===== config.mk =====
export PLATFORM = sky130hd
export DESIGN_NAME = power_limit_throttle_monitor_flat
export DESIGN_NICKNAME = d
export VERILOG_FILES = /design/src/rtl/pltm_pkg.sv /design/src/rtl/pltm_in_if.sv /design/src/rtl/pltm_out_if.sv /design/src/rtl/power_limit_throttle_monitor.sv /design/src/rtl/pltm_ram.sv /design/src/rtl/pltm_cfg.sv /design/src/rtl/pltm_update.sv /design/src/flat_wrapper.sv
export SDC_FILE = /design/constraint.sdc
export NUM_CORES = 1
export LEC_CHECK = 0
export BUFFER_PORTS_ARGS = -buffer_cell sky130_fd_sc_hd__buf_2
export CAP_MARGIN = 30
export CORE_ASPECT_RATIO = 0.7
export CORE_MARGIN = 3
export CORE_UTILIZATION = 40
export DETAILED_ROUTE_END_ITERATION = 8
export GPL_TIMING_DRIVEN = 0
export HOLD_SLACK_MARGIN = 0.15
export SYNTH_ARGS = -nofsm -noshare
export SYNTH_HDL_FRONTEND = slang
export SYNTH_SLANG_ARGS = --single-unit

===== constraint.sdc =====
create_clock -name clk -period 5.75 [get_ports clk]
set_input_delay 0.8625 -clock clk [delete_from_list [all_inputs] [get_ports clk]]
set_output_delay 0.8625 -clock clk [all_outputs]
set_load 0.1 [all_outputs]

===== src/rtl/pltm_pkg.sv =====
`timescale 1ns / 1ps

package pltm_pkg;

  localparam int TABLE_ENTRIES   = 2;
  localparam int BATT_THRESHOLDS = 2;
  localparam int AC_THRESHOLDS   = 2;
  // thresholds actually checked per table
  localparam int NB = (BATT_THRESHOLDS > TABLE_ENTRIES) ? TABLE_ENTRIES : BATT_THRESHOLDS;
  localparam int NA = (AC_THRESHOLDS > TABLE_ENTRIES) ? TABLE_ENTRIES : AC_THRESHOLDS;

  localparam int BATT_ROWS = 2;
  localparam int AC_ROWS   = 4;
  localparam int CNT_W     = 7;
  localparam int CUR_W     = 17;
  localparam int REASON_W  = 4;
  localparam int MV_W      = 12;
  localparam int LIMIT_W   = 13;
  localparam int CFG_ADDR_W = 3;
  localparam int CFG_DATA_W = 32;

  localparam logic MODE_SAMPLE  = 1'b0;
  localparam logic MODE_ADAPTER = 1'b1;

  // register index taken from paddr[2]
  localparam logic REG_BATT_SEL = 1'b0;

  typedef enum logic [1:0] {
    ADP_UNKNOWN = 2'd0,
    ADP_45W     = 2'd1,
    ADP_65W     = 2'd2,
    ADP_90W     = 2'd3
  } adapter_t;

  typedef struct packed {
    logic signed [CUR_W-1:0] hi;
    logic signed [CUR_W-1:0] lo;
    logic [CNT_W-1:0]        hi_cnt;
    logic [CNT_W-1:0]        lo_cnt;
  } limit_t;

  typedef struct packed {
    logic             trig;
    logic [CNT_W-1:0] cnt;
  } ent_t;

  typedef ent_t [TABLE_ENTRIES-1:0] row_t;

  typedef struct packed {
    ent_t ent;
    logic set;
    logic clr;
  } watch_t;

  typedef struct packed {
    logic                   mode;
    logic signed [15:0]     batt;
    logic signed [15:0]     chg;
    logic                   ac;
    logic                   apoff;
    adapter_t               adapter;
    logic                   sel;
  } s1_req_t;

  typedef struct packed {
    logic                bwe;
    logic                awe;
    logic [REASON_W-1:0] reason;
    row_t                brow;
    row_t                arow;
  } upd_t;

  localparam logic [MV_W-1:0] ID_LO [4] = '{12'd0, 12'd434, 12'd561, 12'd725};
  localparam logic [MV_W-1:0] ID_HI [4] = '{12'd0, 12'd554, 12'd717, 12'd925};
  localparam logic [LIMIT_W-1:0] INPUT_LIMIT [4] =
    '{13'h0800, 13'h0800, 13'h0c00, 13'h1100};

  localparam limit_t BATT_TAB [BATT_ROWS][TABLE_ENTRIES] = '{
    '{'{17'sd5500, 17'sd5000, 7'd16, 7'd50}, '{17'sd6000, 17'sd5500, 7'd1, 7'd50}},
    '{'{17'sd4000, 17'sd3500, 7'd16, 7'd50}, '{17'sd5000, 17'sd4500, 7'd1, 7'd50}}
  };

  localparam limit_t AC_TAB [AC_ROWS][TABLE_ENTRIES] = '{
    '{'{17'sd2310, 17'sd1960, 7'd16, 7'd80}, '{17'sd2560, 17'sd2210, 7'd1, 7'd80}},
    '{'{17'sd2310, 17'sd1960, 7'd16, 7'd80}, '{17'sd2560, 17'sd2210, 7'd1, 7'd80}},
    '{'{17'sd3330, 17'sd2980, 7'd16, 7'd80}, '{17'sd3590, 17'sd3240, 7'd1, 7'd80}},
    '{'{17'sd4620, 17'sd4270, 7'd16, 7'd80}, '{17'sd4870, 17'sd4520, 7'd1, 7'd80}}
  };

  // highest rating wins, so later matches override
  function automatic adapter_t classify(logic ac, logic [MV_W-1:0] mv);
    adapter_t kind;
    kind = ADP_UNKNOWN;
    if (ac) begin
      for (int k = 1; k < 4; k++) begin
        if (mv >= ID_LO[k] && mv <= ID_HI[k]) begin
          kind = adapter_t'(k[1:0]);
        end
      end
    end
    return kind;
  endfunction

  function automatic watch_t watch(logic signed [CUR_W-1:0] cur, limit_t lim, ent_t e);
    watch_t           w;
    logic [CNT_W-1:0] inc;
    w.ent = e;
    w.set = 1'b0;
    w.clr = 1'b0;
    inc   = e.cnt + 7'd1;
    if (e.trig) begin
      if (cur < lim.lo) begin
        if (inc >= lim.lo_cnt) begin
          w.clr = 1'b1;
          w.ent = '0;
        end else begin
          w.ent.cnt = inc;
        end
      end else begin
        w.ent.cnt = '0;
      end
    end else begin
      if (cur > lim.hi) begin
        if (inc >= lim.hi_cnt) begin
          w.set      = 1'b1;
          w.ent.trig = 1'b1;
          w.ent.cnt  = '0;
        end else begin
          w.ent.cnt = inc;
        end
      end else begin
        w.ent.cnt = '0;
      end
    end
    return w;
  endfunction

endpackage


===== src/rtl/pltm_in_if.sv =====
`timescale 1ns / 1ps

interface pltm_in_if;
  logic               valid;
  logic               ready;
  logic               mode;
  logic signed [15:0] batt_current;
  logic signed [15:0] charger_current;
  logic               ac_present;
  logic               ap_off;
  logic [11:0]        id_voltage_mv;

  modport source (
    output valid, mode, batt_current, charger_current, ac_present, ap_off,
           id_voltage_mv,
    input  ready
  );

  modport sink (
    input  valid, mode, batt_current, charger_current, ac_present, ap_off,
           id_voltage_mv,
    output ready
  );
endinterface


===== src/rtl/pltm_out_if.sv =====
`timescale 1ns / 1ps

interface pltm_out_if;
  logic        valid;
  logic        ready;
  logic        throttle_active;
  logic [3:0]  reason_bits;
  logic [1:0]  adapter_kind;
  logic        set_current_valid;
  logic [12:0] input_limit_ma;

  modport source (
    output valid, throttle_active, reason_bits, adapter_kind, set_current_valid,
           input_limit_ma,
    input  ready
  );

  modport sink (
    input  valid, throttle_active, reason_bits, adapter_kind, set_current_valid,
           input_limit_ma,
    output ready
  );
endinterface


===== src/rtl/power_limit_throttle_monitor.sv =====
// A request passes through the request stage, then the output register.
// Throughput: one request per cycle unless the output stalls; each threshold row
// is read on acceptance and written back as its request advances, with the last
// write forwarded to a same-row read. Reset (rst_n low, synchronous): adapter,
// reason bits, row valid bits and handshake state clear at once; rows never
// written read as zero, so no clearing pass is needed.
`timescale 1ns / 1ps

module power_limit_throttle_monitor import pltm_pkg::*; (
  input  logic                  clk,
  input  logic                  rst_n,
  pltm_in_if.sink               in_chan,
  pltm_out_if.source            out_chan,
  input  logic                  psel,
  input  logic                  penable,
  input  logic                  pwrite,
  input  logic [CFG_ADDR_W-1:0] paddr,
  input  logic [CFG_DATA_W-1:0] pwdata,
  output logic [CFG_DATA_W-1:0] prdata,
  output logic                  pready
);

  localparam int BA_W = $clog2(BATT_ROWS);
  localparam int AA_W = $clog2(AC_ROWS);
  localparam int ROW_W = $bits(row_t);

  logic                 batt_sel;
  adapter_t             adapter_r;
  adapter_t             adapter_nxt;
  logic                 in_fire;
  logic                 out_free;
  logic                 s1_go;

  logic                 s1_valid_r;
  s1_req_t              s1_req_r;
  logic                 s1_bval_r;
  logic                 s1_aval_r;

  logic [BATT_ROWS-1:0] brow_valid_r;
  logic [AC_ROWS-1:0]   arow_valid_r;

  logic                 blw_valid_r;
  logic [BA_W-1:0]      blw_addr_r;
  row_t                 blw_data_r;
  logic                 alw_valid_r;
  logic [AA_W-1:0]      alw_addr_r;
  row_t                 alw_data_r;

  logic [ROW_W-1:0]     b_rdata;
  logic [ROW_W-1:0]     a_rdata;
  row_t                 brow_eff;
  row_t                 arow_eff;
  upd_t                 upd;
  logic                 b_we;
  logic                 a_we;

  logic [REASON_W-1:0]  reason_r;
  logic                 out_valid_r;
  logic                 out_setv_r;
  adapter_t             out_adapter_r;

  pltm_cfg u_cfg (
    .clk      (clk),
    .rst_n    (rst_n),
    .psel     (psel),
    .penable  (penable),
    .pwrite   (pwrite),
    .paddr    (paddr),
    .pwdata   (pwdata),
    .prdata   (prdata),
    .pready   (pready),
    .batt_sel (batt_sel)
  );

  assign out_free       = !out_valid_r || out_chan.ready;
  assign s1_go          = s1_valid_r && out_free;
  assign in_chan.ready  = !s1_valid_r || out_free;
  assign in_fire        = in_chan.valid && in_chan.ready;

  assign adapter_nxt = (in_chan.mode == MODE_ADAPTER) ?
                       classify(in_chan.ac_present, in_chan.id_voltage_mv) : adapter_r;

  pltm_ram #(.WIDTH(ROW_W), .DEPTH(BATT_ROWS)) u_batt_ram (
    .clk   (clk),
    .we    (b_we),
    .waddr (s1_req_r.sel),
    .wdata (upd.brow),
    .re    (in_fire),
    .raddr (batt_sel),
    .rdata (b_rdata)
  );

  pltm_ram #(.WIDTH(ROW_W), .DEPTH(AC_ROWS)) u_ac_ram (
    .clk   (clk),
    .we    (a_we),
    .waddr (s1_req_r.adapter),
    .wdata (upd.arow),
    .re    (in_fire),
    .raddr (adapter_r),
    .rdata (a_rdata)
  );

  // forward the most recent write; unwritten rows read as zero
  always_comb begin
    if (blw_valid_r && blw_addr_r == s1_req_r.sel) begin
      brow_eff = blw_data_r;
    end else begin
      brow_eff = s1_bval_r ? row_t'(b_rdata) : '0;
    end
    if (alw_valid_r && alw_addr_r == s1_req_r.adapter) begin
      arow_eff = alw_data_r;
    end else begin
      arow_eff = s1_aval_r ? row_t'(a_rdata) : '0;
    end
  end

  pltm_update u_update (
    .req      (s1_req_r),
    .reason_i (reason_r),
    .brow_i   (brow_eff),
    .arow_i   (arow_eff),
    .upd      (upd)
  );

  assign b_we = s1_go && upd.bwe;
  assign a_we = s1_go && upd.awe;

  always_ff @(posedge clk) begin
    if (!rst_n) begin
      adapter_r    <= ADP_UNKNOWN;
      s1_valid_r   <= 1'b0;
      brow_valid_r <= '0;
      arow_valid_r <= '0;
      blw_valid_r  <= 1'b0;
      alw_valid_r  <= 1'b0;
      reason_r     <= '0;
      out_valid_r  <= 1'b0;
    end else begin
      if (in_fire) begin
        adapter_r <= adapter_nxt;
      end
      if (in_fire) begin
        s1_valid_r <= 1'b1;
      end else if (s1_go) begin
        s1_valid_r <= 1'b0;
      end
      if (b_we) begin
        brow_valid_r[s1_req_r.sel] <= 1'b1;
        blw_valid_r                <= 1'b1;
      end
      if (a_we) begin
        arow_valid_r[s1_req_r.adapter] <= 1'b1;
        alw_valid_r                    <= 1'b1;
      end
      if (s1_go) begin
        reason_r    <= upd.reason;
        out_valid_r <= 1'b1;
      end else if (out_chan.ready) begin
        out_valid_r <= 1'b0;
      end
    end
  end

  always_ff @(posedge clk) begin
    if (in_fire) begin
      s1_req_r.mode    <= in_chan.mode;
      s1_req_r.batt    <= in_chan.batt_current;
      s1_req_r.chg     <= in_chan.charger_current;
      s1_req_r.ac      <= in_chan.ac_present;
      s1_req_r.apoff   <= in_chan.ap_off;
      s1_req_r.adapter <= adapter_nxt;
      s1_req_r.sel     <= batt_sel;
      s1_bval_r        <= brow_valid_r[batt_sel];
      s1_aval_r        <= arow_valid_r[adapter_r];
    end
    if (b_we) begin
      blw_addr_r <= s1_req_r.sel;
      blw_data_r <= upd.brow;
    end
    if (a_we) begin
      alw_addr_r <= s1_req_r.adapter;
      alw_data_r <= upd.arow;
    end
    if (s1_go) begin
      out_setv_r    <= (s1_req_r.mode == MODE_SAMPLE) && s1_req_r.ac;
      out_adapter_r <= s1_req_r.adapter;
    end
  end

  assign out_chan.valid             = out_valid_r;
  assign out_chan.throttle_active   = |reason_r;
  assign out_chan.reason_bits       = reason_r;
  assign out_chan.adapter_kind      = out_adapter_r;
  assign out_chan.set_current_valid = out_setv_r;
  assign out_chan.input_limit_ma    = INPUT_LIMIT[out_adapter_r];

  a_write_on_advance : assert property (@(posedge clk) disable iff (!rst_n)
    (b_we || a_we) |-> (s1_valid_r && out_free && s1_req_r.mode == MODE_SAMPLE))
    else $error("threshold row written without an advancing sample");

  a_no_overrun : assert property (@(posedge clk) disable iff (!rst_n)
    in_fire |-> (!s1_valid_r || s1_go))
    else $error("request accepted over a stalled stage");

  a_reason_clear : assert property (@(posedge clk) disable iff (!rst_n)
    $rose(rst_n) |-> (reason_r == '0 && adapter_r == ADP_UNKNOWN))
    else $error("state not cleared by reset");

  a_adapter_event_keeps_reason : assert property (@(posedge clk) disable iff (!rst_n)
    (s1_go && s1_req_r.mode == MODE_ADAPTER) |=> (reason_r == $past(reason_r)))
    else $error("adapter event changed reason bits");

endmodule


===== src/rtl/pltm_ram.sv =====
`timescale 1ns / 1ps

module pltm_ram #(
  parameter int WIDTH = 16,
  parameter int DEPTH = 4
) (
  input  logic                     clk,
  input  logic                     we,
  input  logic [$clog2(DEPTH)-1:0] waddr,
  input  logic [WIDTH-1:0]         wdata,
  input  logic                     re,
  input  logic [$clog2(DEPTH)-1:0] raddr,
  output logic [WIDTH-1:0]         rdata
);

  logic [WIDTH-1:0] mem [DEPTH];

  always_ff @(posedge clk) begin
    if (we) begin
      mem[waddr] <= wdata;
    end
    if (re) begin
      rdata <= mem[raddr];
    end
  end

endmodule


===== src/rtl/pltm_cfg.sv =====
`timescale 1ns / 1ps

module pltm_cfg import pltm_pkg::*; (
  input  logic                  clk,
  input  logic                  rst_n,
  input  logic                  psel,
  input  logic                  penable,
  input  logic                  pwrite,
  input  logic [CFG_ADDR_W-1:0] paddr,
  input  logic [CFG_DATA_W-1:0] pwdata,
  output logic [CFG_DATA_W-1:0] prdata,
  output logic                  pready,
  output logic                  batt_sel
);

  logic batt_sel_r;
  logic hit;

  assign hit    = (paddr[2] == REG_BATT_SEL);
  assign pready = 1'b1;
  assign prdata = hit ? {{(CFG_DATA_W-1){1'b0}}, batt_sel_r} : '0;
  assign batt_sel = batt_sel_r;

  always_ff @(posedge clk) begin
    if (!rst_n) begin
      batt_sel_r <= 1'b0;
    end else if (psel && penable && pwrite && pready && hit) begin
      batt_sel_r <= pwdata[0];
    end
  end

endmodule


===== src/rtl/pltm_update.sv =====
`timescale 1ns / 1ps

module pltm_update import pltm_pkg::*; (
  input  s1_req_t             req,
  input  logic [REASON_W-1:0] reason_i,
  input  row_t                brow_i,
  input  row_t                arow_i,
  output upd_t                upd
);

  logic signed [CUR_W-1:0] cur_b;
  logic signed [CUR_W-1:0] cur_c;
  watch_t                  wb [NB];
  watch_t                  wa [NA];

  // negate at full width so the most negative reading stays positive
  assign cur_b = -$signed({req.batt[15], req.batt});
  assign cur_c = $signed({req.chg[15], req.chg});

  always_comb begin
    upd.bwe    = (req.mode == MODE_SAMPLE);
    upd.awe    = (req.mode == MODE_SAMPLE) && !req.apoff;
    upd.reason = reason_i;
    upd.brow   = brow_i;
    upd.arow   = arow_i;
    for (int i = 0; i < NB; i++) begin
      wb[i] = watch(cur_b, BATT_TAB[req.sel][i], brow_i[i]);
    end
    for (int i = 0; i < NA; i++) begin
      wa[i] = watch(cur_c, AC_TAB[req.adapter][i], arow_i[i]);
    end
    if (upd.bwe) begin
      for (int i = 0; i < NB; i++) begin
        upd.brow[i] = wb[i].ent;
        if (wb[i].set) begin
          upd.reason[i] = 1'b1;
        end
        if (wb[i].clr) begin
          upd.reason[i] = 1'b0;
        end
      end
    end
    if (upd.awe) begin
      for (int i = 0; i < NA; i++) begin
        upd.arow[i] = wa[i].ent;
        if (wa[i].set) begin
          upd.reason[i + NB] = 1'b1;
        end
        if (wa[i].clr) begin
          upd.reason[i + NB] = 1'b0;
        end
      end
    end
  end

endmodule


===== src/flat_wrapper.sv =====
// flat-port wrapper written by rule: the top's interface ports become plain ports
module power_limit_throttle_monitor_flat import pltm_pkg::*;
  (clk, rst_n, psel, penable, pwrite, paddr, pwdata, prdata, pready, in_chan_valid, in_chan_mode, in_chan_batt_current, in_chan_charger_current, in_chan_ac_present, in_chan_ap_off, in_chan_id_voltage_mv, in_chan_ready, out_chan_valid, out_chan_throttle_active, out_chan_reason_bits, out_chan_adapter_kind, out_chan_set_current_valid, out_chan_input_limit_ma, out_chan_ready);
  pltm_in_if in_chan_i ();
  pltm_out_if out_chan_i ();
  input  logic clk;
  input  logic rst_n;
  input  logic psel;
  input  logic penable;
  input  logic pwrite;
  input  logic [CFG_ADDR_W-1:0] paddr;
  input  logic [CFG_DATA_W-1:0] pwdata;
  output logic [CFG_DATA_W-1:0] prdata;
  output logic pready;
  input wire logic [$bits(in_chan_i.valid)-1:0] in_chan_valid;
  input wire logic [$bits(in_chan_i.mode)-1:0] in_chan_mode;
  input wire logic [$bits(in_chan_i.batt_current)-1:0] in_chan_batt_current;
  input wire logic [$bits(in_chan_i.charger_current)-1:0] in_chan_charger_current;
  input wire logic [$bits(in_chan_i.ac_present)-1:0] in_chan_ac_present;
  input wire logic [$bits(in_chan_i.ap_off)-1:0] in_chan_ap_off;
  input wire logic [$bits(in_chan_i.id_voltage_mv)-1:0] in_chan_id_voltage_mv;
  output wire logic [$bits(in_chan_i.ready)-1:0] in_chan_ready;
  output wire logic [$bits(out_chan_i.valid)-1:0] out_chan_valid;
  output wire logic [$bits(out_chan_i.throttle_active)-1:0] out_chan_throttle_active;
  output wire logic [$bits(out_chan_i.reason_bits)-1:0] out_chan_reason_bits;
  output wire logic [$bits(out_chan_i.adapter_kind)-1:0] out_chan_adapter_kind;
  output wire logic [$bits(out_chan_i.set_current_valid)-1:0] out_chan_set_current_valid;
  output wire logic [$bits(out_chan_i.input_limit_ma)-1:0] out_chan_input_limit_ma;
  input wire logic [$bits(out_chan_i.ready)-1:0] out_chan_ready;
  assign in_chan_i.valid = in_chan_valid;
  assign in_chan_i.mode = in_chan_mode;
  assign in_chan_i.batt_current = in_chan_batt_current;
  assign in_chan_i.charger_current = in_chan_charger_current;
  assign in_chan_i.ac_present = in_chan_ac_present;
  assign in_chan_i.ap_off = in_chan_ap_off;
  assign in_chan_i.id_voltage_mv = in_chan_id_voltage_mv;
  assign in_chan_ready = in_chan_i.ready;
  assign out_chan_valid = out_chan_i.valid;
  assign out_chan_throttle_active = out_chan_i.throttle_active;
  assign out_chan_reason_bits = out_chan_i.reason_bits;
  assign out_chan_adapter_kind = out_chan_i.adapter_kind;
  assign out_chan_set_current_valid = out_chan_i.set_current_valid;
  assign out_chan_input_limit_ma = out_chan_i.input_limit_ma;
  assign out_chan_i.ready = out_chan_ready;
  power_limit_throttle_monitor u_core (.clk(clk), .rst_n(rst_n), .in_chan(in_chan_i), .out_chan(out_chan_i), .psel(psel), .penable(penable), .pwrite(pwrite), .paddr(paddr), .pwdata(pwdata), .prdata(prdata), .pready(pready));
endmodule

==> metrics <==
met3 GRT Util=0.0299; number of global-route vias before repair=7392; routing usage on met2=0.238; Avg Cell Area, Syn=12.0 µm²; dpl hpwl=19300 µm; Clock Path Buffers=3; Overflow after GRT=0; Startpoint Class=flip-flop; GR Util met1=0.271; RSZ-0062 raised after global routing=false; DRT iter0 DRCs=616; status=finished clean; fraction of final layout cells sized beyond drive strength 1=0.199; Placed Area=0.0126 mm²; asr flop ratio synth=0; max-slew violations=0; wire per inst=about 18 µm; GRT Total Usage=0.170; die area=between 0.03 and 0.04 mm²; yosys warns=0; busiest grt layer=met1; hold-fix buffer count after cts=0; max_cap viols=0; Die W=209 µm; Seq/Total Area, Yosys=0.568; routability cong.=around 0.9; Starting Density=0.410; CTS tree=yes; setup repair bufs after CTS=0; clock root cell=clkbuf_16; Synth cell types=77; maximum clock rate=188 MHz; first-pass GRT wire length=41700 µm; H-tree depth=1; Worst EP arrival=5560 ps; Port Buffers=70; critical-path cell list=xnor2_1 -> and3_1 -> clkbuf_1 -> buf_2 -> buf_1 -> a21oi_1 -> inv_1 -> ha_1 -> and3_1 -> mux2i_1 -> o21ai_0 -> nand4_1 -> o32a_1 -> o21ai_0; static leakage=5.05 nW; initial antenna violation count=0; cts bufs inserted=24; Die Ht=148 µm; worst min-delay path class=reg -> reg; pin count of the biggest net entering global routing=57; Final Skew=9.28 ps; Crit path largest cell delay=630 ps; dominant synthesized flop cell=edfxtp_1; slew margin rel.=0.375; CTS sink count=approximately 220; kind of cell adding the most delay to the critical path=compound AO/OA/AOI/OAI gates; Max IR drop VDD=around 0.23 mV; final hold violations=0; CP Buf/Inv Count=4; EDFF count, synth=206; Slowest cell on crit path=xnor2_1; critical path type=reg -> reg; drt pass-1 iters=5; Min Hold Slack=436 ps; WL final=26700 µm; ANT nets after route=0; post-cts resize count=0; setup_tns=0 ps; setup violators final=0; Via Count=7956; core area=0.0280 mm²; Tcrit/Tclk final=0.925; Seq cells post-synth=223; worst slew pin tran=937 ps; Cells after Synth=approximately 960; clk_lat worst skew=~520 ps; final core utilization=0.480; Design Area, Final=roughly 0.013 mm²; CTS clock-pin slew for the worst setup and hold paths=about 60 ps; CP Max Fanout=10; Setup crit end kind=flip-flop; area growth from synthesis to layout=17.0%; min cycle time layout=5320 ps; Antenna Cells=0; Std-Cell Rows=between 50 and 60; DRC=0; Post-Syn Area=0.0115 mm²; via/cell ratio=5.34; Critical Path RT=approximately 6000 ps; Final #Nets=~1200; Cell Pwr Density=293 mW/mm²; I/O Pins=145
==> layer usage <==
metal	share of wire	up-vias	wire, µm
met3	0.068	39	1820
met2	0.41	257	11000
li1	-	3864	-
met4	0.023	0	620
met5	0	-	0
met1	0.50	3796	13300
==> power breakdown <==
| part | switching, mW | internal [mW] | leakage (nW) | total, mW |
|---|---|---|---|---|
| registers | 0.0413 | 1.84 | 2.09 | 1.88 |
| clock network | 0.598 | 0.961 | 0.404 | 1.56 |
| logic | 0.354 | 0.151 | 2.56 | 0.505 |
| total | 0.994 | 2.95 | 5.05 | 3.94 |
==> area by class of cell <==
class                      count  area (µm²)
multi-input combinational    665        4570
sequential                   223        6530
buffer                        72         438
timing repair buffer          79         487
tap                          371         464
clock inverter                 7        87.6
fill                        2513       14600
clock buffer                  37         731
inverter                      35         131
==> Yosys cell counts (15+ instances only) <==
cell type | n | area share
clkbuf_1 | 23 | 0.0075
mux2_2 | 19 | 0.019
xnor2_1 | 25 | 0.019
and3_1 | 20 | 0.011
nand2_1 | 74 | 0.024
mux4_2 | 18 | 0.035
inv_1 | 34 | 0.011
nor2_1 | 69 | 0.023
nand3_1 | 38 | 0.017
dfxtp_1 | 17 | 0.030
edfxtp_1 | 206 | 0.54
a21oi_1 | 48 | 0.021
a31oi_1 | 15 | 0.0082
nor3_1 | 25 | 0.011
buf_4 | 43 | 0.028
ha_1 | 44 | 0.048
o21ai_0 | 38 | 0.017
==> stage by stage <==
| step | worst slack, ps | total power, mW | std cells |
|---|---|---|---|
| 6_report | 430 | 3.94 | 1489 |
| 5_1_grt | 13.9 | 4.10 | 1489 |
| 4_1_cts | 440 | 3.98 | 1487 |
| 3_5_place_dp | 474 | 2.41 | 1443 |
| 3_3_place_gp | -35.6 | 2.40 | 1436 |
| 2_1_floorplan | 1080 | 2.29 | 995 |
==> placed cells by master (no fill, tap or decap), types with 6 or more instances in the layout <==
| cell | count |
|---|---|
| nand4_1 | 9 |
| xor2_1 | 10 |
| a21oi_1 | 48 |
| ha_1 | 44 |
| o22ai_1 | 10 |
| buf_4 | 44 |
| nor2b_1 | 8 |
| xnor2_1 | 23 |
| nor2_1 | 65 |
| nand2_1 | 74 |
| nand3_1 | 38 |
| clkbuf_8 | 6 |
| clkbuf_1 | 28 |
| and3_1 | 20 |
| a21o_1 | 9 |
| nor4_1 | 11 |
| edfxtp_1 | 206 |
| buf_8 | 6 |
| mux4_2 | 18 |
| a31o_2 | 6 |
| a31oi_1 | 15 |
| inv_1 | 34 |
| nand2b_1 | 6 |
| mux2_2 | 19 |
| or3_1 | 9 |
| conb_1 | 41 |
| dfxtp_1 | 17 |
| nor3_1 | 24 |
| buf_2 | 72 |
| clkbuf_16 | 25 |
| o21a_1 | 9 |
| and2_1 | 7 |
| mux2i_1 | 11 |
| o21ai_0 | 38 |
==> cells by family after synthesis <==
family                     after synthesis  synth area share
and+or+nand+nor                        303             0.131
DFF                                    223             0.568
AOI/OAI and AO/OA                      194             0.113
buffers and inverters                  107            0.0492
muxes                                   48            0.0635
adders and majority gates               44            0.0479
xor gates and xnor gates                35            0.0267
other                                    2          0.000654
==> sequential cells by signal, summed over array words and instances, names as in the netlist, 2 cells and up <==
| register | flops |
|---|---|
| u_core.brow_valid_r | 2 |
| u_core.s1_req_r | 38 |
| u_core.alw_addr_r | 2 |
| u_core.u_batt_ram.mem | 32 |
| u_core.out_chan.adapter_kind | 2 |
| u_core.u_batt_ram.rdata | 16 |
| u_core.blw_data_r | 16 |
| u_core.u_ac_ram.rdata | 16 |
| u_core.alw_data_r | 16 |
| u_core.adapter_r | 2 |
| u_core.u_ac_ram.mem | 64 |
| u_core.out_chan.reason_bits | 4 |
| u_core.arow_valid_r | 4 |
==> path summary, 6_finish.rpt <==
kind / startpoint / to / slack, ps / cells after the start
min reg2reg: u_core.u_cfg.batt_sel / u_core.s1_req_r[0] / 440 / 0
max reg2reg: u_core.s1_req_r[1] / u_core.u_ac_ram.mem[1][8] / 430 / 14
min: u_core.u_cfg.batt_sel / u_core.s1_req_r[0] / 440 / 0
max: u_core.s1_req_r[1] / u_core.u_ac_ram.mem[1][8] / 430 / 14
No activity file was read; power rests on OpenSTA's default activity.
